===== src/hw/rtl/ppc_pkg.sv =====
// ----------------------------------------------------------------------------
// ppc_pkg
// Shared types, register indexes and channel arithmetic for the colorizer.
// ----------------------------------------------------------------------------
`default_nettype none

package ppc_pkg;

  typedef enum logic [2:0] {
    MODE_MONO    = 3'd0,
    MODE_SNAP    = 3'd1,
    MODE_BLEND   = 3'd2,
    MODE_CHASE   = 3'd3,
    MODE_RAINBOW = 3'd4
  } mode_t;

  localparam logic [2:0] REG_SHADE_MODE    = 3'd0;
  localparam logic [2:0] REG_PALETTE_COUNT = 3'd1;
  localparam logic [2:0] REG_PALETTE_0     = 3'd2;
  localparam logic [2:0] REG_PALETTE_1     = 3'd3;
  localparam logic [2:0] REG_PALETTE_2     = 3'd4;
  localparam logic [2:0] REG_PALETTE_3     = 3'd5;
  localparam logic [2:0] REG_HUE_RATE      = 3'd6;
  localparam logic [2:0] REG_SPATIAL_MIX   = 3'd7;

  localparam logic [23:0] DEFAULT_RED = 24'h0000FF;
  localparam logic [13:0] RECIP_100   = 14'd5243;   // 2^19 / 100, rounded up

  typedef struct packed {
    logic [2:0]  shade_mode;
    logic [2:0]  palette_count;
    logic [15:0] hue_rate;
    logic [8:0]  spatial_mix;
  } cfg_t;

  typedef struct packed {
    mode_t       mode;
    logic [2:0]  n;
    logic        low_mix;
    logic [8:0]  v;
    logic [8:0]  m;
    logic [15:0] hue;
    logic [14:0] s;
    logic [14:0] mixed;
    logic [14:0] snapx;
    logic [14:0] blendx;
  } s1_t;

  typedef struct packed {
    mode_t       mode;
    logic [2:0]  n;
    logic        low_mix;
    logic [8:0]  v;
    logic [8:0]  m;
    logic [1:0]  i0;
    logic [1:0]  i1;
    logic [14:0] rem;
    logic        pick_hi;
    logic [8:0]  q_mixed;
    logic [8:0]  q_snap;
    logic [8:0]  q_blend;
    logic [2:0]  sector;
    logic [15:0] f;
  } s2_t;

  function automatic logic [8:0] sat256(input logic [8:0] x);
    return (x > 9'd256) ? 9'd256 : x;
  endfunction

  // Floor of x / 100 for x below 32768.
  function automatic logic [8:0] div100(input logic [14:0] x);
    logic [28:0] p;
    p = {14'd0, x} * {15'd0, RECIP_100};
    return p[27:19];
  endfunction

  function automatic logic [7:0] scale_chan(input logic [7:0] c, input logic [8:0] b);
    logic [16:0] p;
    p = {9'd0, c} * {8'd0, b};
    return (p[16:8] > 9'd255) ? 8'd255 : p[15:8];
  endfunction

  // a + (b - a) * t / 256, rounded toward zero.
  function automatic logic [7:0] lerp_chan(input logic [7:0] a, input logic [7:0] b,
                                           input logic [8:0] t);
    logic signed [9:0]  d;
    logic signed [19:0] p;
    logic [19:0]        mag;
    logic signed [10:0] q;
    logic signed [10:0] r;
    d   = $signed({2'b00, b}) - $signed({2'b00, a});
    p   = d * $signed({1'b0, t});
    mag = p[19] ? 20'(-p) : 20'(p);
    q   = p[19] ? -$signed({1'b0, mag[17:8]}) : $signed({1'b0, mag[17:8]});
    r   = $signed({3'b000, a}) + q;
    if (r < 0) return 8'd0;
    if (r > 255) return 8'd255;
    return r[7:0];
  endfunction

endpackage

`default_nettype wire


===== src/hw/rtl/ppc_cfg_regs.sv =====
// ----------------------------------------------------------------------------
// ppc_cfg_regs
// Configuration register file with plain write port.
// ----------------------------------------------------------------------------
`default_nettype none

module ppc_cfg_regs #(
  parameter int PALETTE_ENTRIES = 4
) (
  input  wire logic          clk,
  input  wire logic          rst,
  input  wire logic          cfg_write,
  input  wire logic [2:0]    cfg_index,
  input  wire logic [23:0]   cfg_data,
  output ppc_pkg::cfg_t      cfg,
  output logic [23:0]        palette [PALETTE_ENTRIES]
);

  always_ff @(posedge clk) begin
    if (rst) begin
      cfg.shade_mode    <= 3'd1;
      cfg.palette_count <= 3'd2;
      cfg.hue_rate      <= 16'd100;
      cfg.spatial_mix   <= 9'd0;
      for (int i = 0; i < PALETTE_ENTRIES; i++) begin
        palette[i] <= (i == 0) ? 24'h0000FF : ((i == 1) ? 24'hFF0000 : 24'h000000);
      end
    end else if (cfg_write) begin
      unique case (cfg_index)
        ppc_pkg::REG_SHADE_MODE:    cfg.shade_mode    <= cfg_data[2:0];
        ppc_pkg::REG_PALETTE_COUNT: cfg.palette_count <= cfg_data[2:0];
        ppc_pkg::REG_HUE_RATE:      cfg.hue_rate      <= cfg_data[15:0];
        ppc_pkg::REG_SPATIAL_MIX:   cfg.spatial_mix   <= cfg_data[8:0];
        default: begin
          for (int i = 0; i < PALETTE_ENTRIES; i++) begin
            if (cfg_index == 3'(int'(ppc_pkg::REG_PALETTE_0) + i)) palette[i] <= cfg_data;
          end
        end
      endcase
    end
  end

endmodule

`default_nettype wire


===== src/hw/rtl/ppc_decode.sv =====
// ----------------------------------------------------------------------------
// ppc_decode
// Stages one and two: input clamping, hue, drive and chase position math.
// ----------------------------------------------------------------------------
`default_nettype none

module ppc_decode #(
  parameter int PALETTE_ENTRIES = 4
) (
  input  wire logic          clk,
  input  wire logic          en,
  input  wire ppc_pkg::cfg_t cfg,
  input  wire logic [8:0]    level,
  input  wire logic [8:0]    phase,
  input  wire logic [8:0]    master_beat,
  input  wire logic [31:0]   time_stamp,
  output ppc_pkg::s2_t       s2
);

  ppc_pkg::s1_t s1;
  ppc_pkg::s1_t s1_next;
  ppc_pkg::s2_t s2_next;

  logic [8:0]  v, ph, m, mix;
  logic [31:0] hprod;
  logic [15:0] sraw;
  logic [17:0] u;
  logic [1:0]  i0;
  logic [1:0]  i1;
  logic [17:0] rem;
  logic [18:0] h6;

  always_comb begin
    v     = ppc_pkg::sat256(level);
    ph    = ppc_pkg::sat256(phase);
    m     = ppc_pkg::sat256(master_beat);
    mix   = ppc_pkg::sat256(cfg.spatial_mix);
    hprod = time_stamp[15:0] * cfg.hue_rate;
    sraw  = 16'(16'd100 * m) + 16'(16'd35 * ph);

    s1_next.mode    = (cfg.shade_mode > 3'd4) ? ppc_pkg::MODE_RAINBOW
                                              : ppc_pkg::mode_t'(cfg.shade_mode);
    s1_next.n       = (cfg.palette_count > 3'(PALETTE_ENTRIES)) ? 3'(PALETTE_ENTRIES)
                                                                : cfg.palette_count;
    s1_next.low_mix = mix < 9'd90;
    s1_next.v       = v;
    s1_next.m       = m;
    s1_next.hue     = 16'({ph, 8'd0}) + hprod[15:0];
    s1_next.s       = (sraw >= 16'd25600) ? 15'(sraw - 16'd25600) : sraw[14:0];
    s1_next.mixed   = 15'(15'd55 * m) + 15'(15'd45 * v);
    s1_next.snapx   = 15'd8960 + 15'(15'd65 * v);
    s1_next.blendx  = 15'd10240 + 15'(15'd60 * v);
  end

  always_comb begin
    u = {3'd0, s1.s} * {15'd0, s1.n};
    if (u >= 18'd76800) i0 = 2'd3;
    else if (u >= 18'd51200) i0 = 2'd2;
    else if (u >= 18'd25600) i0 = 2'd1;
    else i0 = 2'd0;
    if (s1.n != 3'd0 && {1'b0, i0} > s1.n - 3'd1) i0 = 2'(s1.n - 3'd1);
    rem = u - 18'(i0 * 18'd25600);
    i1  = ({1'b0, i0} + 3'd1 == s1.n) ? 2'd0 : 2'(i0 + 2'd1);
    h6  = 19'(s1.hue) * 19'd6;

    s2_next.mode    = s1.mode;
    s2_next.n       = s1.n;
    s2_next.low_mix = s1.low_mix;
    s2_next.v       = s1.v;
    s2_next.m       = s1.m;
    s2_next.i0      = i0;
    s2_next.i1      = i1;
    s2_next.rem     = rem[14:0];
    s2_next.pick_hi = s1.mixed >= 15'd12800;
    s2_next.q_mixed = ppc_pkg::div100(s1.mixed);
    s2_next.q_snap  = ppc_pkg::div100(s1.snapx);
    s2_next.q_blend = ppc_pkg::div100(s1.blendx);
    s2_next.sector  = h6[18:16];
    s2_next.f       = h6[15:0];
  end

  always_ff @(posedge clk) begin
    if (en) begin
      s1 <= s1_next;
      s2 <= s2_next;
    end
  end

endmodule

`default_nettype wire


===== src/hw/rtl/ppc_shade.sv =====
// ----------------------------------------------------------------------------
// ppc_shade
// Stages three to five: colour selection, lerp, brightness and HSV output.
// ----------------------------------------------------------------------------
`default_nettype none

module ppc_shade #(
  parameter int PALETTE_ENTRIES = 4
) (
  input  wire logic          clk,
  input  wire logic          en,
  input  wire ppc_pkg::s2_t  s2,
  input  wire logic [23:0]   palette [PALETTE_ENTRIES],
  output logic [23:0]        color
);

  localparam int IDX_W = (PALETTE_ENTRIES > 1) ? $clog2(PALETTE_ENTRIES) : 1;

  // Stage three registers.
  logic        rb3;
  logic [2:0]  sec3;
  logic [24:0] vf3;
  logic [25:0] vd3;
  logic [7:0]  hi3;
  logic [23:0] a3, b3;
  logic [8:0]  t3, br3;
  // Stage four registers.
  logic        rb4;
  logic [2:0]  sec4;
  logic [7:0]  hi4, up4, dn4;
  logic [23:0] lc4;
  logic [8:0]  br4;

  logic [23:0] col0, colb, ca, cb;
  logic [8:0]  tsel, bsel, tq;
  logic [27:0] tp;
  logic        pick;
  logic [16:0] v255;
  logic [33:0] upx, dnx;
  logic [7:0]  r, g, b;
  logic [23:0] lc_next, color_next;

  always_comb begin
    col0 = (s2.n == 3'd0) ? ppc_pkg::DEFAULT_RED : palette[0];
    if (s2.n >= 3'd2 && PALETTE_ENTRIES > 1) colb = palette[IDX_W'(1)];
    else colb = {2'b00, col0[23:18], 2'b00, col0[15:10], 2'b00, col0[7:2]};
    tp   = {13'd0, s2.rem} * {14'd0, ppc_pkg::RECIP_100};
    tq   = tp[27:19];
    pick = s2.low_mix ? (s2.m >= 9'd128) : s2.pick_hi;
    ca = col0;
    cb = col0;
    tsel = 9'd0;
    bsel = s2.v;
    if (s2.mode == ppc_pkg::MODE_RAINBOW || s2.mode == ppc_pkg::MODE_MONO || s2.n == 3'd0) begin
      ca = col0;
    end else if (s2.mode == ppc_pkg::MODE_SNAP) begin
      ca   = pick ? colb : col0;
      cb   = ca;
      bsel = s2.q_snap;
    end else if (s2.mode == ppc_pkg::MODE_BLEND) begin
      cb   = colb;
      tsel = s2.low_mix ? s2.m : s2.q_mixed;
      bsel = s2.q_blend;
    end else begin
      ca   = palette[s2.i0[IDX_W-1:0]];
      cb   = palette[s2.i1[IDX_W-1:0]];
      tsel = tq;
    end
    v255 = {s2.v, 8'd0} - {8'd0, s2.v};
  end

  always_comb begin
    for (int c = 0; c < 3; c++) begin
      lc_next[c*8 +: 8] = ppc_pkg::lerp_chan(a3[c*8 +: 8], b3[c*8 +: 8], t3);
    end
    upx = ({1'b0, vf3, 8'd0} - {9'd0, vf3}) + 34'd8388608;
    dnx = ({vd3, 8'd0} - {8'd0, vd3}) + 34'd8388608;
  end

  always_comb begin
    r = 8'd0;
    g = 8'd0;
    b = 8'd0;
    unique case (sec4)
      3'd0:    begin r = hi4; g = up4; end
      3'd1:    begin r = dn4; g = hi4; end
      3'd2:    begin g = hi4; b = up4; end
      3'd3:    begin g = dn4; b = hi4; end
      3'd4:    begin r = up4; b = hi4; end
      default: begin r = hi4; b = dn4; end
    endcase
    if (rb4) begin
      color_next = {b, g, r};
    end else begin
      for (int c = 0; c < 3; c++) begin
        color_next[c*8 +: 8] = ppc_pkg::scale_chan(lc4[c*8 +: 8], br4);
      end
    end
  end

  always_ff @(posedge clk) begin
    if (en) begin
      rb3   <= (s2.mode == ppc_pkg::MODE_RAINBOW);
      sec3  <= s2.sector;
      vf3   <= {16'd0, s2.v} * {9'd0, s2.f};
      vd3   <= {17'd0, s2.v} * (17'h10000 - {1'b0, s2.f});
      hi3   <= 8'((v255 + 17'd128) >> 8);
      a3    <= ca;
      b3    <= cb;
      t3    <= tsel;
      br3   <= bsel;
      rb4   <= rb3;
      sec4  <= sec3;
      hi4   <= hi3;
      up4   <= (upx[33:24] > 10'd255) ? 8'd255 : upx[31:24];
      dn4   <= (dnx[33:24] > 10'd255) ? 8'd255 : dnx[31:24];
      lc4   <= lc_next;
      br4   <= br3;
      color <= color_next;
    end
  end

endmodule

`default_nettype wire


===== src/hw/rtl/pulse_palette_colorizer.sv =====
// ----------------------------------------------------------------------------
// pulse_palette_colorizer
// Turns one LED sample into one packed 24-bit colour, five-stage pipeline.
// ----------------------------------------------------------------------------
//
//   channel  | handshake                   | payload
//   ---------+-----------------------------+----------------------------------
//   sample   | sample_valid / sample_stall | level, phase, master_beat, time_stamp
//   color    | color_valid / color_stall   | color
//   config   | cfg_write                   | cfg_index, cfg_data
//
// A sample accepted at a clock edge moves through five register stages;
// color_valid rises when it reaches the last one. A new sample is accepted
// in every cycle in which the output is not stalled, for one result per
// cycle sustained. The whole pipeline advances on one enable, held only while
// a finished result waits at the output under stall; every stage then holds,
// and sample_stall is raised in that same cycle.
// Reset (rst, synchronous) clears all stage valid bits and loads the register
// defaults: duo snap, two palette entries, red then blue.
`default_nettype none

module pulse_palette_colorizer #(
  parameter int PALETTE_ENTRIES = 4
) (
  input  wire logic        clk,
  input  wire logic        rst,
  input  wire logic        cfg_write,
  input  wire logic [2:0]  cfg_index,
  input  wire logic [23:0] cfg_data,
  input  wire logic        sample_valid,
  output logic             sample_stall,
  input  wire logic [8:0]  level,
  input  wire logic [8:0]  phase,
  input  wire logic [8:0]  master_beat,
  input  wire logic [31:0] time_stamp,
  output logic             color_valid,
  input  wire logic        color_stall,
  output logic [23:0]      color
);

  ppc_pkg::cfg_t cfg;
  ppc_pkg::s2_t  s2;
  logic [23:0]   palette [PALETTE_ENTRIES];
  logic [4:0]    vld;
  logic          en;

  // The only hold condition is a result at the last stage that is not taken.
  assign en           = !(vld[4] && color_stall);
  assign sample_stall = !en;
  assign color_valid  = vld[4];

  always_ff @(posedge clk) begin
    if (rst) begin
      vld <= '0;
    end else if (en) begin
      vld <= {vld[3:0], sample_valid};
    end
  end

  ppc_cfg_regs #(.PALETTE_ENTRIES(PALETTE_ENTRIES)) u_cfg (
    .clk(clk), .rst(rst), .cfg_write(cfg_write), .cfg_index(cfg_index),
    .cfg_data(cfg_data), .cfg(cfg), .palette(palette)
  );

  // Stages one and two: clamping, hue, drive quotients and chase position.
  ppc_decode #(.PALETTE_ENTRIES(PALETTE_ENTRIES)) u_decode (
    .clk(clk), .en(en), .cfg(cfg), .level(level), .phase(phase),
    .master_beat(master_beat), .time_stamp(time_stamp), .s2(s2)
  );

  // Stages three to five: colour pick, lerp, brightness and HSV output.
  ppc_shade #(.PALETTE_ENTRIES(PALETTE_ENTRIES)) u_shade (
    .clk(clk), .en(en), .s2(s2), .palette(palette), .color(color)
  );

endmodule

`default_nettype wire


===== config.mk =====
export PLATFORM = sky130hd
export DESIGN_NAME = pulse_palette_colorizer
export DESIGN_NICKNAME = d
export VERILOG_FILES = /design/src/hw/rtl/ppc_pkg.sv /design/src/hw/rtl/ppc_cfg_regs.sv /design/src/hw/rtl/ppc_decode.sv /design/src/hw/rtl/ppc_shade.sv /design/src/hw/rtl/pulse_palette_colorizer.sv
export SDC_FILE = /design/constraint.sdc
export NUM_CORES = 2
export LEC_CHECK = 0
export BUFFER_PORTS_ARGS = -buffer_cell sky130_fd_sc_hd__buf_2
export CORE_UTILIZATION = 30
export DETAILED_ROUTE_END_ITERATION = 10
export PLACE_DENSITY = 0.53
export SLEW_MARGIN = 20
export SYNTH_ARGS = -nofsm -noshare
export SYNTH_HDL_FRONTEND = slang
export SYNTH_SLANG_ARGS = --single-unit

===== constraint.sdc =====
create_clock -name clk -period 17.5 [get_ports clk]
set_input_delay 1.75 -clock clk [delete_from_list [all_inputs] [get_ports clk]]
set_output_delay 1.75 -clock clk [all_outputs]
set_load 0.01 [all_outputs]

==> impl_metrics.json <==
{
  "outcome": "complete, no violations",
  "wl_met3_mm": 6.54,
  "tns_ps": 0,
  "start_kind": "flop",
  "wire_per_inst_um": 16.0,
  "cp_slowest_cell": "xor2_1",
  "wl_met1_mm": 83.8,
  "stdcell_count": 11100,
  "area_delta_synth_final_pct": 8.84,
  "synth.net_count": 9888,
  "crit_path_end_kind": "flop",
  "avgSynthCellArea_um2": 9.60,
  "drt_first_pass_iters": 6,
  "grt_pass1_wl_mm": 291,
  "fillers": 25200,
  "tritoncts": "yes",
  "dp_slack_ps": 5720,
  "cp.arrival_ps": 12130,
  "hold_buffers": 0,
  "grt_util_all_layers_pct": 14.3,
  "grt_setup_unrepaired": "no",
  "relSlewSlack_pct": 27.0,
  "initialDrtViolationCount": 2841,
  "regToRegEndpoint": "u_shade.lc4[16]$_SDFFCE_PN0N_",
  "async_reset_ff_share_pct": 0,
  "grt_antenna_before_repair": 8,
  "period_share_pct": 67.3,
  "worst_hold_path_type": "flop to flop",
  "drv_slew": 0,
  "die_w_um": 500,
  "drive_above_1_share_pct": 5.05,
  "cp.depth": 42,
  "hold_viol_final": 0,
  "synth-warning-count": 0,
  "cp_max_fo": 11,
  "setup_ws_ps": 5730,
  "drtAntennaViolNets": 0,
  "synth_seq_cells": 524,
  "fin_skew_ps": 32.3,
  "fmax_mhz": 85.0,
  "reg2reg_depth": 42,
  "crit_start": "u_shade.a3[16]$_DFFE_PN_",
  "die_h_um": 500,
  "cp_top_family": "adder cells",
  "ios": 117,
  "path_clk_slew_ps": 60,
  "critPathRequiredTime_ps": 17860,
  "num_rows": 182,
  "gr-total-overflow": 0,
  "grt_max_degree": 161,
  "maxCapViolCount": 0,
  "worstSetupPathType": "flop to flop",
  "fin_nets": 9886,
  "synthCells": 7751,
  "dpl.hpwl_mm": 142,
  "postCtsResizedCells": 0,
  "h-tree-depth": 3,
  "cts.sinks": 524,
  "whs_path_depth": 0,
  "crit_end": "u_shade.lc4[16]$_SDFFCE_PN0N_",
  "netlist_area_mm2": 0.0744,
  "dp.cells": 11000,
  "synth-main-ff-cell": "edfxtp_1",
  "routed.top_layer": "met5",
  "setup_viol": 0,
  "vias": 52600,
  "grt_pass1_vias": 55000,
  "synth_edf_count": 393,
  "core-area_mm2": 0.246,
  "root_buffer": "clkbuf_16",
  "max_slew.worst_pin.slew_ps": 1090,
  "wl_mm": 178,
  "cts_buffer_depth": 3,
  "start_util_pct": 30.2,
  "synth.distinct_cells": 93,
  "max_stage_delay_ps": 630,
  "rrSetupSlack_ps": 5730,
  "gp_congestion": 0.814,
  "min_period_ps": 11770,
  "drc": 0,
  "final_core_util_pct": 32.9,
  "worstSkewPairLatency_ps": 680,
  "die_area_mm2": 0.250,
  "ys_seq_area_share_pct": 19.4,
  "cts_made_buffers": 68,
  "met2WireLength_mm": 84.3,
  "r2r-start": "u_shade.a3[16]$_DFFE_PN_",
  "viasPerCell": 4.73,
  "post_cts_buffers": 0,
  "critPathBufInv": 4,
  "crit_top_cell": "fa_1",
  "portBuffers": 100
}
==> sequential cells by signal, indices dropped and copies added, names as in the netlist, 3 cells and up <==
signal,flops
u_cfg.cfg,30
u_cfg.palette,96
u_decode.s1,92
u_decode.s2,90
u_shade.a3,24
u_shade.b3,24
u_shade.br3,9
u_shade.br4,9
u_shade.color,24
u_shade.dn4,8
u_shade.hi3,8
u_shade.hi4,8
u_shade.lc4,24
u_shade.sec3,3
u_shade.sec4,3
u_shade.t3,9
u_shade.up4,8
u_shade.vd3,25
u_shade.vf3,23
vld,5
==> metal layers <==
layer,track usage (%),vias up
li1,-,25400
met1,19.5,26200
met2,24.2,879
met3,1.70,206
met4,3.31,4
met5,0,-
==> cell usage in the layout, fill, tap and decap left out, types with 17 or more instances in the layout <==
master,netlist,routed
a22o_1,27,27
o21bai_1,18,18
nor4_1,17,17
nor2b_1,94,94
a21o_1,79,79
clkbuf_16,0,72
ha_1,1125,1125
mux2i_1,36,36
dfxtp_1,131,131
o211ai_1,20,20
or3_1,29,29
a21oi_1,354,354
and2_1,399,399
nand3_1,76,76
and3_1,36,36
nor3_1,80,80
a211oi_1,34,33
a32oi_1,22,22
xnor2_1,226,226
buf_4,1,66
nand4_1,21,21
mux4_2,48,48
o22ai_1,46,46
a22oi_1,35,35
buf_2,1,99
or2_2,23,23
inv_1,1440,1440
a31oi_1,20,20
o21ai_0,147,147
nand2_1,892,891
a21boi_0,17,17
xor2_1,104,104
nand3b_1,21,21
nand2b_1,72,72
nor2_1,254,251
fa_1,921,921
edfxtp_1,393,393
o21a_1,33,33
==> per-stage QoR <==
stage	hold WS, ps	cell area, um^2
floorplan	400	74400
global placement	402	78700
detailed placement	405	78700
CTS	414	81000
global route	422	81000
finish	415	81000
==> cells in the mapped netlist, types with 14 or more instances <==
cell type	number	area, um^2
a211oi_1	34	255
a21boi_0	17	128
a21o_1	79	593
a21oi_1	354	1770
a221oi_1	14	123
a22o_1	27	236
a22oi_1	35	263
a311oi_1	14	123
a31o_2	14	123
a31oi_1	20	125
a32oi_1	22	193
and2_1	399	2500
and3_1	36	225
buf_1	15	56.3
clkbuf_1	222	833
dfxtp_1	131	2620
edfxtp_1	393	11800
fa_1	921	18400
ha_1	1125	14100
inv_1	1440	5410
mux2_2	15	169
mux2i_1	36	360
mux4_2	48	1080
nand2_1	892	3350
nand2b_1	72	450
nand3_1	76	380
nand3b_1	21	158
nand4_1	21	131
nor2_1	254	953
nor2b_1	94	588
nor3_1	80	400
nor4_1	17	106
o211ai_1	20	150
o21a_1	33	248
o21ai_0	147	736
o21bai_1	18	135
o22ai_1	46	288
or2_2	23	144
or3_1	29	181
xnor2_1	226	1980
xor2_1	104	911
==> logic make-up (layout without fill, tap and decap cells) <==
logic type	count (synthesis)	in the layout	synth area share, %
AO/OA/AOI/OAI	1017	1017	8.95
XOR/XNOR	334	334	4.01
adder cells (fa/ha/maj)	2046	2046	43.7
buffers and inverters	1681	1735	8.49
flip-flops	524	524	19.4
multiplexers	101	101	2.20
other	1	5	0.00504
AND/OR/NAND/NOR	2047	2047	13.2
==> worst min-delay path by stage <==
stage / from / endpoint / slack (ps)
after floorplan: u_decode.s1[76]$_DFFE_PN_ / u_decode.s2[66]$_DFFE_PN_ / 400
after global placement: u_shade.hi3[4]$_DFFE_PN_ / u_shade.hi4[4]$_DFFE_PN_ / 400
after detailed placement: u_shade.br3[8]$_DFFE_PN_ / u_shade.br4[8]$_DFFE_PN_ / 400
after CTS: u_shade.br3[4]$_DFFE_PN_ / u_shade.br4[4]$_DFFE_PN_ / 410
after global routing: u_shade.br3[8]$_DFFE_PN_ / u_shade.br4[8]$_DFFE_PN_ / 420
final: u_shade.br3[4]$_DFFE_PN_ / u_shade.br4[4]$_DFFE_PN_ / 410
==> layout make-up <==
class	count	area (um^2)	area share (%)
clock buffer	90	1900	2.35
sequential	524	14400	17.8
tap	3312	4140	5.12
inverter	1441	5410	6.68
antenna	4	10.0	0.0124
clock inverter	36	364	0.450
multi-input combinational	5546	53700	66.3
timing repair buffer	168	1030	1.28
==> worst reg2reg max path: cells and delay by family, from the launching register on <==
family | cells | cell delay (ps)
muxes | 1 | 250
buffers and inverters | 4 | 220
xor gates and xnor gates | 4 | 1220
adders and majority gates | 10 | 4180
DFF | 1 | 460
and+or+nand+nor | 10 | 2220
AOI/OAI and AO/OA | 13 | 2930
Power is left out: the tool's default activity adds up to more than one toggle a clock period on the data nets, which glitch-free logic cannot reach.
